$ cat config.mk
export PLATFORM = sky130hd
export DESIGN_NAME = joystick_manual_mode_controller_unit
export DESIGN_NICKNAME = d
export VERILOG_FILES = /design/src/jmmc_pkg.sv /design/src/jmmc_db_lane.sv /design/src/jmmc_cmd_merge.sv /design/src/jmmc_out_buf.sv /design/src/joystick_manual_mode_controller_unit.sv
export SDC_FILE = /design/constraint.sdc
export NUM_CORES = 1
export LEC_CHECK = 0
export BUFFER_PORTS_ARGS = -buffer_cell sky130_fd_sc_hd__buf_4
export CELL_PAD_IN_SITES_DETAIL_PLACEMENT = 0
export CELL_PAD_IN_SITES_GLOBAL_PLACEMENT = 1
export CORE_UTILIZATION = 46
export DETAILED_ROUTE_END_ITERATION = 16
export PLACE_DENSITY = 0.83
export SYNTH_ARGS = -nofsm -noshare
export SYNTH_HDL_FRONTEND = slang
export SYNTH_SLANG_ARGS = --single-unit
export TNS_END_PERCENT = 1
$ cat constraint.sdc
create_clock -name clk -period 6.3 [get_ports clk]
set_input_delay 0 -clock clk [delete_from_list [all_inputs] [get_ports clk]]
set_output_delay 0 -clock clk [all_outputs]
set_load 0.005 [all_outputs]
$ cat src/jmmc_pkg.sv
// Shared types, register map, command codes and reset values for the
// joystick manual-mode controller. No dependencies.
`timescale 1ns / 1ps
`default_nettype none

package jmmc_pkg;

    localparam int BUTTON_COUNT_DEF = 5;
    localparam int CMD_BUTTONS      = 5;
    localparam int SAMPLE_BITS      = 12;

    localparam int BTN_A = 0;
    localparam int BTN_B = 1;
    localparam int BTN_C = 2;
    localparam int BTN_D = 3;
    localparam int BTN_K = 4;

    localparam int ADDR_BITS   = 5;
    localparam int IN_TDATA_W  = 56;
    localparam int OUT_TDATA_W = 64;

    localparam logic [11:0] SAMPLE_MASK =
        (SAMPLE_BITS >= 12) ? 12'hFFF : 12'((1 << SAMPLE_BITS) - 1);

    typedef enum logic [2:0] {
        REG_DEBOUNCE  = 3'd0,
        REG_ADC_LOW   = 3'd1,
        REG_ADC_HIGH  = 3'd2,
        REG_FREE_DUTY = 3'd3,
        REG_STEP_SIZE = 3'd4
    } reg_index_t;

    localparam logic [1:0] HOME_NONE   = 2'd0;
    localparam logic [1:0] HOME_SENSOR = 2'd1;
    localparam logic [1:0] HOME_SET    = 2'd2;
    localparam logic [1:0] GRIP_PICK   = 2'd1;
    localparam logic [1:0] GRIP_PLACE  = 2'd2;
    localparam logic [1:0] ARM_DOWN    = 2'd1;
    localparam logic [1:0] ARM_UP      = 2'd2;

    localparam logic signed [31:0] NO_MOVE = 32'sh7FFF_FFFF;
    localparam logic signed [33:0] TGT_MAX = 34'sd2147483646;
    localparam logic signed [33:0] TGT_MIN = -34'sd2147483648;

    localparam logic [7:0]  RST_DEBOUNCE  = 8'd20;
    localparam logic [11:0] RST_ADC_LOW   = 12'd1000;
    localparam logic [11:0] RST_ADC_HIGH  = 12'd3000;
    localparam logic [15:0] RST_FREE_DUTY = 16'd1000;
    localparam logic [30:0] RST_STEP_SIZE = 31'd5719;

    typedef struct packed {
        logic [7:0]  debounce_ticks;
        logic [11:0] adc_low_threshold;
        logic [11:0] adc_high_threshold;
        logic [15:0] free_duty;
        logic [30:0] step_size;
    } cfg_t;

    // Packed from the top down, so the first field lands in the highest bits.
    typedef struct packed {
        logic               estop_flag;
        logic signed [31:0] position_now;
        logic [11:0]        stick_sample;
        logic [4:0]         buttons_raw;
        logic               manual_active;
    } in_item_t;

    typedef struct packed {
        logic signed [31:0] move_target;
        logic               point_mode;
        logic               run_clear;
        logic               control_reset;
        logic [1:0]         arm_cmd;
        logic [1:0]         gripper_seq;
        logic [1:0]         home_cmd;
        logic               estop_out;
        logic               dir_ccw;
        logic [15:0]        pwm_duty;
        logic               duty_write;
        logic               driving;
    } result_t;

    localparam int IN_BITS  = $bits(in_item_t);
    localparam int OUT_BITS = $bits(result_t);

endpackage

`default_nettype wire

$ cat src/jmmc_db_lane.sv
// One button debouncer lane: raw history, hold counter and stable level.
// Depends on nothing beyond the clock and reset.
`timescale 1ns / 1ps
`default_nettype none

module jmmc_db_lane (
    input  wire logic       clk,
    input  wire logic       rst_n,
    input  wire logic       advance,
    input  wire logic       raw,
    input  wire logic [7:0] ticks,
    output logic            press
);

    logic       prev_reg,   prev_next;
    logic [7:0] count_reg,  count_next;
    logic       stable_reg, stable_next;

    always_comb
    begin
        prev_next   = raw;
        count_next  = count_reg;
        stable_next = stable_reg;
        press       = 1'b0;
        if (raw == prev_reg)
        begin
            if (count_reg < ticks)
            begin
                count_next = count_reg + 8'd1;
            end
            else if (raw != stable_reg)
            begin
                stable_next = raw;
                press       = raw;
            end
        end
        else
        begin
            count_next = 8'd0;
        end
    end

    always_ff @(posedge clk or negedge rst_n)
    begin
        if (!rst_n)
        begin
            prev_reg   <= 1'b0;
            count_reg  <= 8'd0;
            stable_reg <= 1'b0;
        end
        else if (advance)
        begin
            prev_reg   <= prev_next;
            count_reg  <= count_next;
            stable_reg <= stable_next;
        end
    end

endmodule

`default_nettype wire

$ cat src/jmmc_cmd_merge.sv
// Merges the debounced press edges with the stick sample into one result,
// and keeps the mode and toggle state. Depends on jmmc_pkg.
`timescale 1ns / 1ps
`default_nettype none

module jmmc_cmd_merge (
    input  wire logic                                 clk,
    input  wire logic                                 rst_n,
    input  wire logic                                 accept,
    input  wire jmmc_pkg::in_item_t                   item,
    input  wire logic [jmmc_pkg::CMD_BUTTONS-1:0]     presses,
    input  wire jmmc_pkg::cfg_t                       cfg,
    output jmmc_pkg::result_t                         result
);

    logic mode_reg,    mode_next;
    logic grip_reg,    grip_next;
    logic arm_reg,     arm_next;
    logic neutral_reg, neutral_next;
    logic drv_reg,     drv_next;

    logic [11:0]        sample;
    logic               ccw;
    logic               cw;
    logic               active;
    logic signed [33:0] pos_ext;
    logic signed [33:0] step_ext;
    logic signed [33:0] tgt_sum;
    logic signed [31:0] tgt_sat;
    logic               proceed;

    assign sample   = item.stick_sample & jmmc_pkg::SAMPLE_MASK;
    assign ccw      = sample < cfg.adc_low_threshold;
    assign cw       = sample > cfg.adc_high_threshold;
    assign active   = ccw || cw;
    assign pos_ext  = 34'(item.position_now);
    assign step_ext = $signed({3'b000, cfg.step_size});
    assign tgt_sum  = ccw ? (pos_ext - step_ext) : (pos_ext + step_ext);

    always_comb
    begin
        if (tgt_sum > jmmc_pkg::TGT_MAX)
        begin
            tgt_sat = jmmc_pkg::TGT_MAX[31:0];
        end
        else if (tgt_sum < jmmc_pkg::TGT_MIN)
        begin
            tgt_sat = jmmc_pkg::TGT_MIN[31:0];
        end
        else
        begin
            tgt_sat = tgt_sum[31:0];
        end
    end

    always_comb
    begin
        result             = '0;
        result.estop_out   = item.estop_flag;
        result.move_target = jmmc_pkg::NO_MOVE;
        mode_next          = mode_reg;
        grip_next          = grip_reg;
        arm_next           = arm_reg;
        neutral_next       = neutral_reg;
        drv_next           = drv_reg;
        proceed            = item.manual_active;

        if (item.manual_active)
        begin
            if (presses[jmmc_pkg::BTN_A])
            begin
                result.control_reset = 1'b1;
                drv_next             = 1'b0;
                if (!item.estop_flag)
                begin
                    result.duty_write = 1'b1;
                    result.estop_out  = 1'b1;
                    result.run_clear  = 1'b1;
                end
                else
                begin
                    result.estop_out = 1'b0;
                    result.home_cmd  = jmmc_pkg::HOME_SENSOR;
                end
            end
            if (result.estop_out || (presses[jmmc_pkg::BTN_A] && item.estop_flag))
            begin
                proceed = 1'b0;
            end
        end

        if (proceed)
        begin
            if (presses[jmmc_pkg::BTN_B])
            begin
                result.gripper_seq = grip_reg ? jmmc_pkg::GRIP_PLACE : jmmc_pkg::GRIP_PICK;
                grip_next          = !grip_reg;
            end
            if (presses[jmmc_pkg::BTN_C])
            begin
                result.home_cmd      = jmmc_pkg::HOME_SET;
                result.control_reset = 1'b1;
                neutral_next         = 1'b1;
                result.move_target   = '0;
            end
            if (presses[jmmc_pkg::BTN_D])
            begin
                result.arm_cmd = arm_reg ? jmmc_pkg::ARM_UP : jmmc_pkg::ARM_DOWN;
                arm_next       = !arm_reg;
            end
            if (presses[jmmc_pkg::BTN_K])
            begin
                if (!mode_reg)
                begin
                    mode_next          = 1'b1;
                    neutral_next       = 1'b1;
                    result.move_target = item.position_now;
                end
                else
                begin
                    mode_next = 1'b0;
                end
                result.control_reset = 1'b1;
                result.run_clear     = 1'b1;
                drv_next             = 1'b0;
            end

            if (!mode_next)
            begin
                if (active)
                begin
                    result.run_clear  = 1'b1;
                    result.dir_ccw    = ccw;
                    result.duty_write = 1'b1;
                    result.pwm_duty   = cfg.free_duty;
                    drv_next          = 1'b1;
                    result.driving    = 1'b1;
                end
                else if (drv_next)
                begin
                    result.duty_write    = 1'b1;
                    result.control_reset = 1'b1;
                    drv_next             = 1'b0;
                end
            end
            else
            begin
                if (active && neutral_next)
                begin
                    neutral_next       = 1'b0;
                    result.move_target = tgt_sat;
                end
                else if (!active)
                begin
                    neutral_next = 1'b1;
                end
                result.run_clear = 1'b1;
                result.driving   = 1'b1;
            end
        end

        result.point_mode = mode_next;
    end

    always_ff @(posedge clk or negedge rst_n)
    begin
        if (!rst_n)
        begin
            mode_reg    <= 1'b0;
            grip_reg    <= 1'b0;
            arm_reg     <= 1'b0;
            neutral_reg <= 1'b1;
            drv_reg     <= 1'b0;
        end
        else if (accept)
        begin
            mode_reg    <= mode_next;
            grip_reg    <= grip_next;
            arm_reg     <= arm_next;
            neutral_reg <= neutral_next;
            drv_reg     <= drv_next;
        end
    end

endmodule

`default_nettype wire

$ cat src/jmmc_out_buf.sv
// Two-entry output buffer: an output register backed by a skid register.
// Depends on jmmc_pkg.
`timescale 1ns / 1ps
`default_nettype none

module jmmc_out_buf (
    input  wire logic              clk,
    input  wire logic              rst_n,
    input  wire logic              load,
    input  wire jmmc_pkg::result_t load_data,
    output logic                   out_valid,
    input  wire logic              out_ready,
    output jmmc_pkg::result_t      out_data,
    output logic                   full
);

    logic              valid_reg;
    logic              skid_valid_reg;
    jmmc_pkg::result_t data_reg;
    jmmc_pkg::result_t skid_data_reg;

    assign out_valid = valid_reg;
    assign out_data  = data_reg;
    assign full      = skid_valid_reg;

    always_ff @(posedge clk or negedge rst_n)
    begin
        if (!rst_n)
        begin
            valid_reg      <= 1'b0;
            skid_valid_reg <= 1'b0;
        end
        else if (out_ready || !valid_reg)
        begin
            if (skid_valid_reg)
            begin
                valid_reg      <= 1'b1;
                skid_valid_reg <= 1'b0;
            end
            else
            begin
                valid_reg <= load;
            end
        end
        else if (load)
        begin
            skid_valid_reg <= 1'b1;
        end
    end

    always_ff @(posedge clk)
    begin
        if (out_ready || !valid_reg)
        begin
            data_reg <= skid_valid_reg ? skid_data_reg : load_data;
        end
        else if (load)
        begin
            skid_data_reg <= load_data;
        end
    end

endmodule

`default_nettype wire

$ cat src/joystick_manual_mode_controller_unit.sv
// Top level of the joystick manual-mode controller: stream ports, register
// port, debouncer lanes, command merge and output buffer. Depends on jmmc_pkg,
// jmmc_db_lane, jmmc_cmd_merge and jmmc_out_buf.
//
// Each input request carries one 1 ms tick and yields exactly one result
// request, registered in the output buffer. One tick is accepted on every
// clock cycle while s_axis_tready is high; the debouncer lanes and the
// command merge settle within that cycle. A two-entry output buffer lets
// the block keep accepting while one result waits, and s_axis_tready drops
// only when both entries are full. Registers live at byte addresses 0, 4, 8,
// 12 and 16 and should be written only while the block is idle.
`timescale 1ns / 1ps
`default_nettype none

module joystick_manual_mode_controller_unit #(
    parameter int BUTTON_COUNT = jmmc_pkg::BUTTON_COUNT_DEF
) (
    input  wire logic                              clk,
    input  wire logic                              rst_n,
    input  wire logic                              s_axis_tvalid,
    output logic                                   s_axis_tready,
    // From bit 0: manual_active, buttons_raw[4:0], stick_sample[11:0],
    // position_now[31:0], estop_flag, zero fill.
    input  wire logic [jmmc_pkg::IN_TDATA_W-1:0]   s_axis_tdata,
    output logic                                   m_axis_tvalid,
    input  wire logic                              m_axis_tready,
    // From bit 0: driving, duty_write, pwm_duty[15:0], dir_ccw, estop_out,
    // home_cmd[1:0], gripper_seq[1:0], arm_cmd[1:0], control_reset, run_clear,
    // point_mode, move_target[31:0], zero fill.
    output logic [jmmc_pkg::OUT_TDATA_W-1:0]       m_axis_tdata,
    input  wire logic                              psel,
    input  wire logic                              penable,
    input  wire logic                              pwrite,
    input  wire logic [jmmc_pkg::ADDR_BITS-1:0]    paddr,
    input  wire logic [31:0]                       pwdata,
    output logic [31:0]                            prdata,
    output logic                                   pready
);

    localparam int LANES = (BUTTON_COUNT < jmmc_pkg::CMD_BUTTONS) ?
                           BUTTON_COUNT : jmmc_pkg::CMD_BUTTONS;

    jmmc_pkg::cfg_t                     cfg_reg;
    jmmc_pkg::reg_index_t               reg_sel;
    jmmc_pkg::in_item_t                 item;
    jmmc_pkg::result_t                  result;
    jmmc_pkg::result_t                  out_item;
    logic [jmmc_pkg::CMD_BUTTONS-1:0]   presses;
    logic                               accept;
    logic                               lane_advance;
    logic                               buf_full;
    logic                               cfg_write;

    assign pready    = 1'b1;
    assign reg_sel   = jmmc_pkg::reg_index_t'(paddr[jmmc_pkg::ADDR_BITS-1:2]);
    assign cfg_write = psel && penable && pwrite && pready;

    always_comb
    begin
        case (reg_sel)
            jmmc_pkg::REG_DEBOUNCE:  prdata = {24'd0, cfg_reg.debounce_ticks};
            jmmc_pkg::REG_ADC_LOW:   prdata = {20'd0, cfg_reg.adc_low_threshold};
            jmmc_pkg::REG_ADC_HIGH:  prdata = {20'd0, cfg_reg.adc_high_threshold};
            jmmc_pkg::REG_FREE_DUTY: prdata = {16'd0, cfg_reg.free_duty};
            jmmc_pkg::REG_STEP_SIZE: prdata = {1'b0, cfg_reg.step_size};
            default:                 prdata = 32'd0;
        endcase
    end

    always_ff @(posedge clk or negedge rst_n)
    begin
        if (!rst_n)
        begin
            cfg_reg.debounce_ticks     <= jmmc_pkg::RST_DEBOUNCE;
            cfg_reg.adc_low_threshold  <= jmmc_pkg::RST_ADC_LOW;
            cfg_reg.adc_high_threshold <= jmmc_pkg::RST_ADC_HIGH;
            cfg_reg.free_duty          <= jmmc_pkg::RST_FREE_DUTY;
            cfg_reg.step_size          <= jmmc_pkg::RST_STEP_SIZE;
        end
        else if (cfg_write)
        begin
            case (reg_sel)
                jmmc_pkg::REG_DEBOUNCE:  cfg_reg.debounce_ticks     <= pwdata[7:0];
                jmmc_pkg::REG_ADC_LOW:   cfg_reg.adc_low_threshold  <= pwdata[11:0];
                jmmc_pkg::REG_ADC_HIGH:  cfg_reg.adc_high_threshold <= pwdata[11:0];
                jmmc_pkg::REG_FREE_DUTY: cfg_reg.free_duty          <= pwdata[15:0];
                jmmc_pkg::REG_STEP_SIZE: cfg_reg.step_size          <= pwdata[30:0];
                default:                 cfg_reg.debounce_ticks     <= cfg_reg.debounce_ticks;
            endcase
        end
    end

    assign item          = jmmc_pkg::in_item_t'(s_axis_tdata[jmmc_pkg::IN_BITS-1:0]);
    assign s_axis_tready = !buf_full;
    assign accept        = s_axis_tvalid && s_axis_tready;
    assign lane_advance  = accept && item.manual_active;

    for (genvar i = 0; i < jmmc_pkg::CMD_BUTTONS; i++)
    begin : g_lane
        if (i < LANES)
        begin : g_used
            jmmc_db_lane u_lane (
                .clk     (clk),
                .rst_n   (rst_n),
                .advance (lane_advance),
                .raw     (item.buttons_raw[i]),
                .ticks   (cfg_reg.debounce_ticks),
                .press   (presses[i])
            );
        end
        else
        begin : g_absent
            assign presses[i] = 1'b0;
        end
    end

    jmmc_cmd_merge u_merge (
        .clk     (clk),
        .rst_n   (rst_n),
        .accept  (accept),
        .item    (item),
        .presses (presses),
        .cfg     (cfg_reg),
        .result  (result)
    );

    jmmc_out_buf u_out (
        .clk       (clk),
        .rst_n     (rst_n),
        .load      (accept),
        .load_data (result),
        .out_valid (m_axis_tvalid),
        .out_ready (m_axis_tready),
        .out_data  (out_item),
        .full      (buf_full)
    );

    assign m_axis_tdata = {{(jmmc_pkg::OUT_TDATA_W - jmmc_pkg::OUT_BITS){1'b0}}, out_item};

    // The skid entry can only hold a result while the output entry holds one.
    a_full_implies_valid : assert property (@(posedge clk) disable iff (!rst_n)
        !s_axis_tready |-> m_axis_tvalid)
        else $error("input stalled with no result pending");

    // A nonzero compare value is only ever sent while driving in free mode.
    a_duty_only_driving : assert property (@(posedge clk) disable iff (!rst_n)
        (m_axis_tvalid && out_item.pwm_duty != 16'd0) |->
        (out_item.driving && out_item.duty_write && !out_item.estop_out))
        else $error("nonzero duty outside free drive");

    // The joystick never owns the motor while the emergency stop is set.
    a_no_drive_in_estop : assert property (@(posedge clk) disable iff (!rst_n)
        (m_axis_tvalid && out_item.driving) |-> !out_item.estop_out)
        else $error("driving with emergency stop set");

endmodule

`default_nettype wire

## After elaboration in Yosys (flattened, before gate mapping)

Cells that the tools add are included.

- Muxes and demuxes: 87
- Eq/ne operators: 19
- Reduce and logical (&&, ||, !) cells: 34
- Magnitude comparators: 9
- Bitwise gates (word level): 6
- Add/subtract/negate cells: 7

Operators with widths:

| cell | count |
|---|---|
| $mux 32 | 7 |
| $pmux 31 s5 | 1 |
| $mux 8 | 11 |
| $mux 61 | 1 |
| $mux 1 | 51 |
| $add 8x1->8 const B | 5 |
| $lt 8x8->1 | 5 |
| $gt 34x32->1 const B | 1 |
| $lt 34x32->1 const B | 1 |
| $mux 34 | 1 |
| $add 32x32->33 | 1 |
| $sub 32x32->33 | 1 |
| $mux 31 | 1 |
| $reduce_and 2->1 | 12 |
| $reduce_and 4->1 | 5 |
| $mux 19 | 1 |
| $mux 18 | 1 |
| $mux 17 | 1 |
| $mux 2 | 8 |
| $gt 12x12->1 | 1 |
| $lt 12x12->1 | 1 |
| $ne 2x2->1 const B | 5 |
| $mux 3 | 3 |
| $eq 3x2->1 const B | 2 |
| 11 further kinds | 35 |

- Output and inout port bits: 99
- Bits in registers: 258
- Bits of input ports: 100

## Longest topological paths before layout

- Depth in word-level cells: 15
- Mapped depth: 25
- Depth with buffers taken out: 20

## Hierarchy

A second synthesis with hierarchy kept.

- Cells, all modules: 1518
- Area, all modules: 16565.9 um^2

Modules (own cells, without submodules):

| module | cells an instance | sequential area each (um^2) | area each (um^2) | times used |
|---|---|---|---|---|
| jmmc_out_buf | 198 | 3713.6 | 4778.3 | 1 |
| jmmc_cmd_merge | 614 | 126.4 | 4196.5 | 1 |
| jmmc_db_lane | 89 | 250.2 | 780.7 | 5 |
| joystick_manual_mode_controller_unit | 261 | 2013.2 | 3687.3 | 1 |

## Least setup slack after synthesis

No wires, ideal clock.

- Kind: register to register
- Start: reg cfg_reg[68] in the netlist's numbering
- End: reg u_out.data_reg, in the netlist u_out.out_data[29] (data pin)
- Stages on the path, launching flop included: 23
- Required time: 6.038 ns
- Slack: 0.833 ns
- Library setup time: 0.262 ns
- Data arrival time: 5.205 ns
- Cells stage by stage: dfstp_2 inv_1 ha_1 a21o_1 a21o_1 a21oi_1 o21a_1 clkbuf_1 clkbuf_1 o21ai_0 fa_1 a21o_1 a221oi_1 or3_1 a21oi_1 o21ai_0 a21oi_1 or3_1 buf_2 a21bo_2 o41ai_2 o221ai_2 mux2_1

RTL lines:

| what | line | RTL |
|---|---|---|
| start, declared | joystick_manual_mode_controller_unit.sv:43 | `jmmc_pkg::cfg_t cfg_reg;` |
| end signal, assigned | jmmc_out_buf.sv:55 | `data_reg <= skid_valid_reg ? skid_data_reg : load_data;` |
| end, declared | jmmc_out_buf.sv:19 | `jmmc_pkg::result_t data_reg;` |

==> flow_metrics.env <==
export IMPL_coreArea_um2=32870
export IMPL_cts_root_buf="clkbuf_16"
export IMPL_track_usage=0.2410
export IMPL_crit_top_cell="a21oi_1"
export IMPL_yosysSeqAreaShare=0.4572
export IMPL_hp_class="input port to async pin"
export IMPL_synth_area_um2=15540
export IMPL_synth_distinct_cells=67
export IMPL_fin_nets=1942
export IMPL_hold_worst_slack_ns=0.02371
export IMPL_clkTransAtPathRegs_ns=0.06
export IMPL_regToRegEndpoint="u_out.out_data[29]"
export IMPL_timing_final_ws_setup_ns=0.3923
export IMPL_crit_arrival_ns=6.20
export IMPL_die_area_um2=34520
export IMPL_hpwlAfterDp_um=30040
export IMPL_die_h_um=185.8
export IMPL_maxCapViolCount=0
export IMPL_outcome="complete, no violations"
export IMPL_grt_pass1_wl_um=65110
export IMPL_finalCritPeriodShare=0.9377
export IMPL_grt_max_degree=76
export IMPL_wl_per_cell_um=18.71
export IMPL_critPathBufInv=0
export IMPL_yosysWarnings=0
export IMPL_die_w_um=185.8
export IMPL_power_total_w=0.007027
export IMPL_r2r_start="cfg_reg[3]"
export IMPL_async_flop_share=0.5271
export IMPL_worstSetupPathType="flop to flop"
export IMPL_initial_utilization=0.4728
export IMPL_fin_skew_ns=0.02236
export IMPL_vias=12270
export IMPL_viasPerCell=5.574
export IMPL_crit_path_cell_trace="or4_1 -> or4_1 -> or3_1 -> nor2_1 -> nand2_1 -> nor2_2 -> a21oi_1 -> xor2_1 -> ha_1 -> a21oi_1 -> nor2_1 -> a211oi_1 -> nand4_1 -> o21ai_2 -> a21oi_1 -> or3_1 -> a21bo_2 -> o41ai_4 -> o221ai_2 -> mux2_1"
export IMPL_numCtsBuffers=29
export IMPL_startpoint_type="flop"
export IMPL_cp_slowest_cell="or4_1"
export IMPL_drtIter0Drc=761
export IMPL_mostFrequentLayoutCell="buf_4"
export IMPL_rsz0062_at_grt="false"
export IMPL_crit_required_ns=6.59
export IMPL_area_growth_pct=23.37
export IMPL_syn_avg_cell_area_um2=10.41
export IMPL_critPathCaptureType="flop"
export IMPL_synth_edff_count=122
export IMPL_port_buffers=185
export IMPL_leakage_nw=8.139
export IMPL_wl_met2_um=18340
export IMPL_pin_count=199
export IMPL_route_detailed_drc=0
export IMPL_grt_ovfl_total=0
export IMPL_fmax_mhz=169.3
export IMPL_clk_path_buf_depth=3
export IMPL_maxUsedRoutingLayer="met4"
export IMPL_mostFrequentLayoutCells="204 x buf_4, 125 x nor2_1, 124 x nand2_1"
export IMPL_yosys_most_used_dff="edfxtp_1"
export IMPL_wl_met3_um=2377
export IMPL_crit_start="cfg_reg[3]"
export IMPL_r2r_setup_slack_ns=0.39
export IMPL_cts_tree="yes"
export IMPL_drive_above_1_share=0.2405
export IMPL_htreeDepth=1
export IMPL_slew_headroom=0.1787
export IMPL_finalMaxSlewViolations=0
export IMPL_cts_sinks=258
export IMPL_routabilityCongestion=0.8904
export IMPL_drt_antenna_violating_nets=0
export IMPL_cp_max_fo=6
export IMPL_finalCriticalPeriod_ns=5.908
export IMPL_num_rows=66
export IMPL_grt_pass1_vias=11930
export IMPL_preCtsSetupSlack_ns=0.2102
export IMPL_synth_seq_cells=258
export IMPL_wirelength_um=41190
export IMPL_m1WireLength_um=19580
export IMPL_firstDrtPassIters=5
export IMPL_hold_violations=0
export IMPL_crit_family="simple AND/OR/NAND/NOR gates"
export IMPL_largest_reg_flops=79
export IMPL_worstMarginPinSlew_ns=1.232
export IMPL_antenna_found_initial=1
export IMPL_ir_drop_mv=0.2487
export IMPL_clock_latency_ns=0.56
export IMPL_reg2reg_depth=20
export IMPL_max_stage_delay_ns=0.59
export IMPL_p_per_area_nw_per_um2=366.5
export IMPL_setup_violations=0
export IMPL_setup_tns_ns=0
export IMPL_synthCells=1493
==> metrics by stage <==
stage | util | instance area [um^2] | cells
2_1_floorplan | - | 15550 | 1496
3_3_place_gp | 0.5295 | 17400 | 2076
3_5_place_dp | 0.5295 | 17400 | 2076
4_1_cts | 0.5818 | 19120 | 2201
5_1_grt | 0.5833 | 19170 | 2202
6_report | 0.5833 | 19170 | 2202
==> cell families after synthesis <==
| family | after synthesis | share of synthesized area |
|---|---|---|
| fa+ha+maj | 106 | 0.08583 |
| buf+inv | 129 | 0.03325 |
| flops | 258 | 0.4572 |
| simple gates | 435 | 0.1351 |
| compound gates | 331 | 0.1376 |
| mux | 132 | 0.09420 |
| other cells | 2 | 0.0004833 |
| xor+xnor | 100 | 0.05636 |
==> worst max-delay path by stage <==
stage                    endpoint  slack [ns]  cells after the start
3_3_place_gp   u_out.out_data[29]        0.29                     20
6_report       u_out.out_data[29]        0.39                     20
3_5_place_dp   u_out.out_data[29]        0.21                     20
2_1_floorplan  u_out.out_data[29]        0.83                     22
5_1_grt        u_out.out_data[37]        0.02                     21
4_1_cts        u_out.out_data[29]        0.18                     20
==> power by group <==
part | switching (W) | total [W] | internal, W
clock | 0.000715 | 0.00177 | 0.00106
sequential | 0.000211 | 0.00228 | 0.00207
combinational | 0.00173 | 0.00298 | 0.00125
==> area by class of cell <==
class,count,area (um^2)
diodes,1,2.502
clock buffers,35,779.5
well taps,442,553.0
repair buffers,276,2253
clock inverters,19,227.7
fillers,2816,13700
flip-flops and latches,258,7104
multi-input cells,1109,8018
inverters,62,232.7
==> cell usage after synthesis, types with 8 or more instances <==
master	n	share of area
a21o_1	30	0.014
a21oi_1	87	0.028
a31oi_1	11	0.0044
and2_1	37	0.015
and3_1	17	0.0068
clkbuf_1	51	0.012
dfrtp_1	106	0.17
dfstp_2	30	0.051
edfxtp_1	122	0.24
ha_1	105	0.085
inv_1	61	0.015
mux2_2	113	0.082
mux2i_1	18	0.012
nand2_1	124	0.030
nand2b_1	15	0.0060
nand3_1	26	0.0084
nand4_1	28	0.011
nor2_1	127	0.031
nor2b_1	8	0.0032
nor3_1	13	0.0042
nor3b_1	9	0.0043
o21a_1	19	0.0092
o21ai_0	76	0.024
o21bai_1	9	0.0043
o221ai_1	30	0.017
o22ai_1	8	0.0032
o31ai_1	14	0.0068
or3_1	10	0.0040
xnor2_1	40	0.023
xor2_1	60	0.034
==> what timing repair did <==
item,CTS,global route
hold buffers,71,0
setup endpoints to repair,0,41
hold endpoints to repair,227,0
gates resized for setup,0,10
buffers inserted,0,0
==> layer usage <==
layer / global-route usage / vias up
li1: - / 5921
met1: 0.3524 / 5915
met2: 0.3772 / 381
met3: 0.02994 / 56
met4: 0.06033 / 0
met5: 0 / -
==> worst reg2reg max path: stages, from the launching register on <==
cell,delay (ns)
dfrtp_1,0.44
or4_1,0.59
or4_1,0.57
or3_1,0.43
nor2_1,0.19
nand2_1,0.11
nor2_2,0.17
a21oi_1,0.10
xor2_1,0.15
ha_1,0.37
a21oi_1,0.16
nor2_1,0.06
a211oi_1,0.28
nand4_1,0.15
o21ai_2,0.19
a21oi_1,0.09
or3_1,0.41
a21bo_2,0.25
o41ai_4,0.43
o221ai_2,0.16
mux2_1,0.33
(Power assumes the default switching activity.)
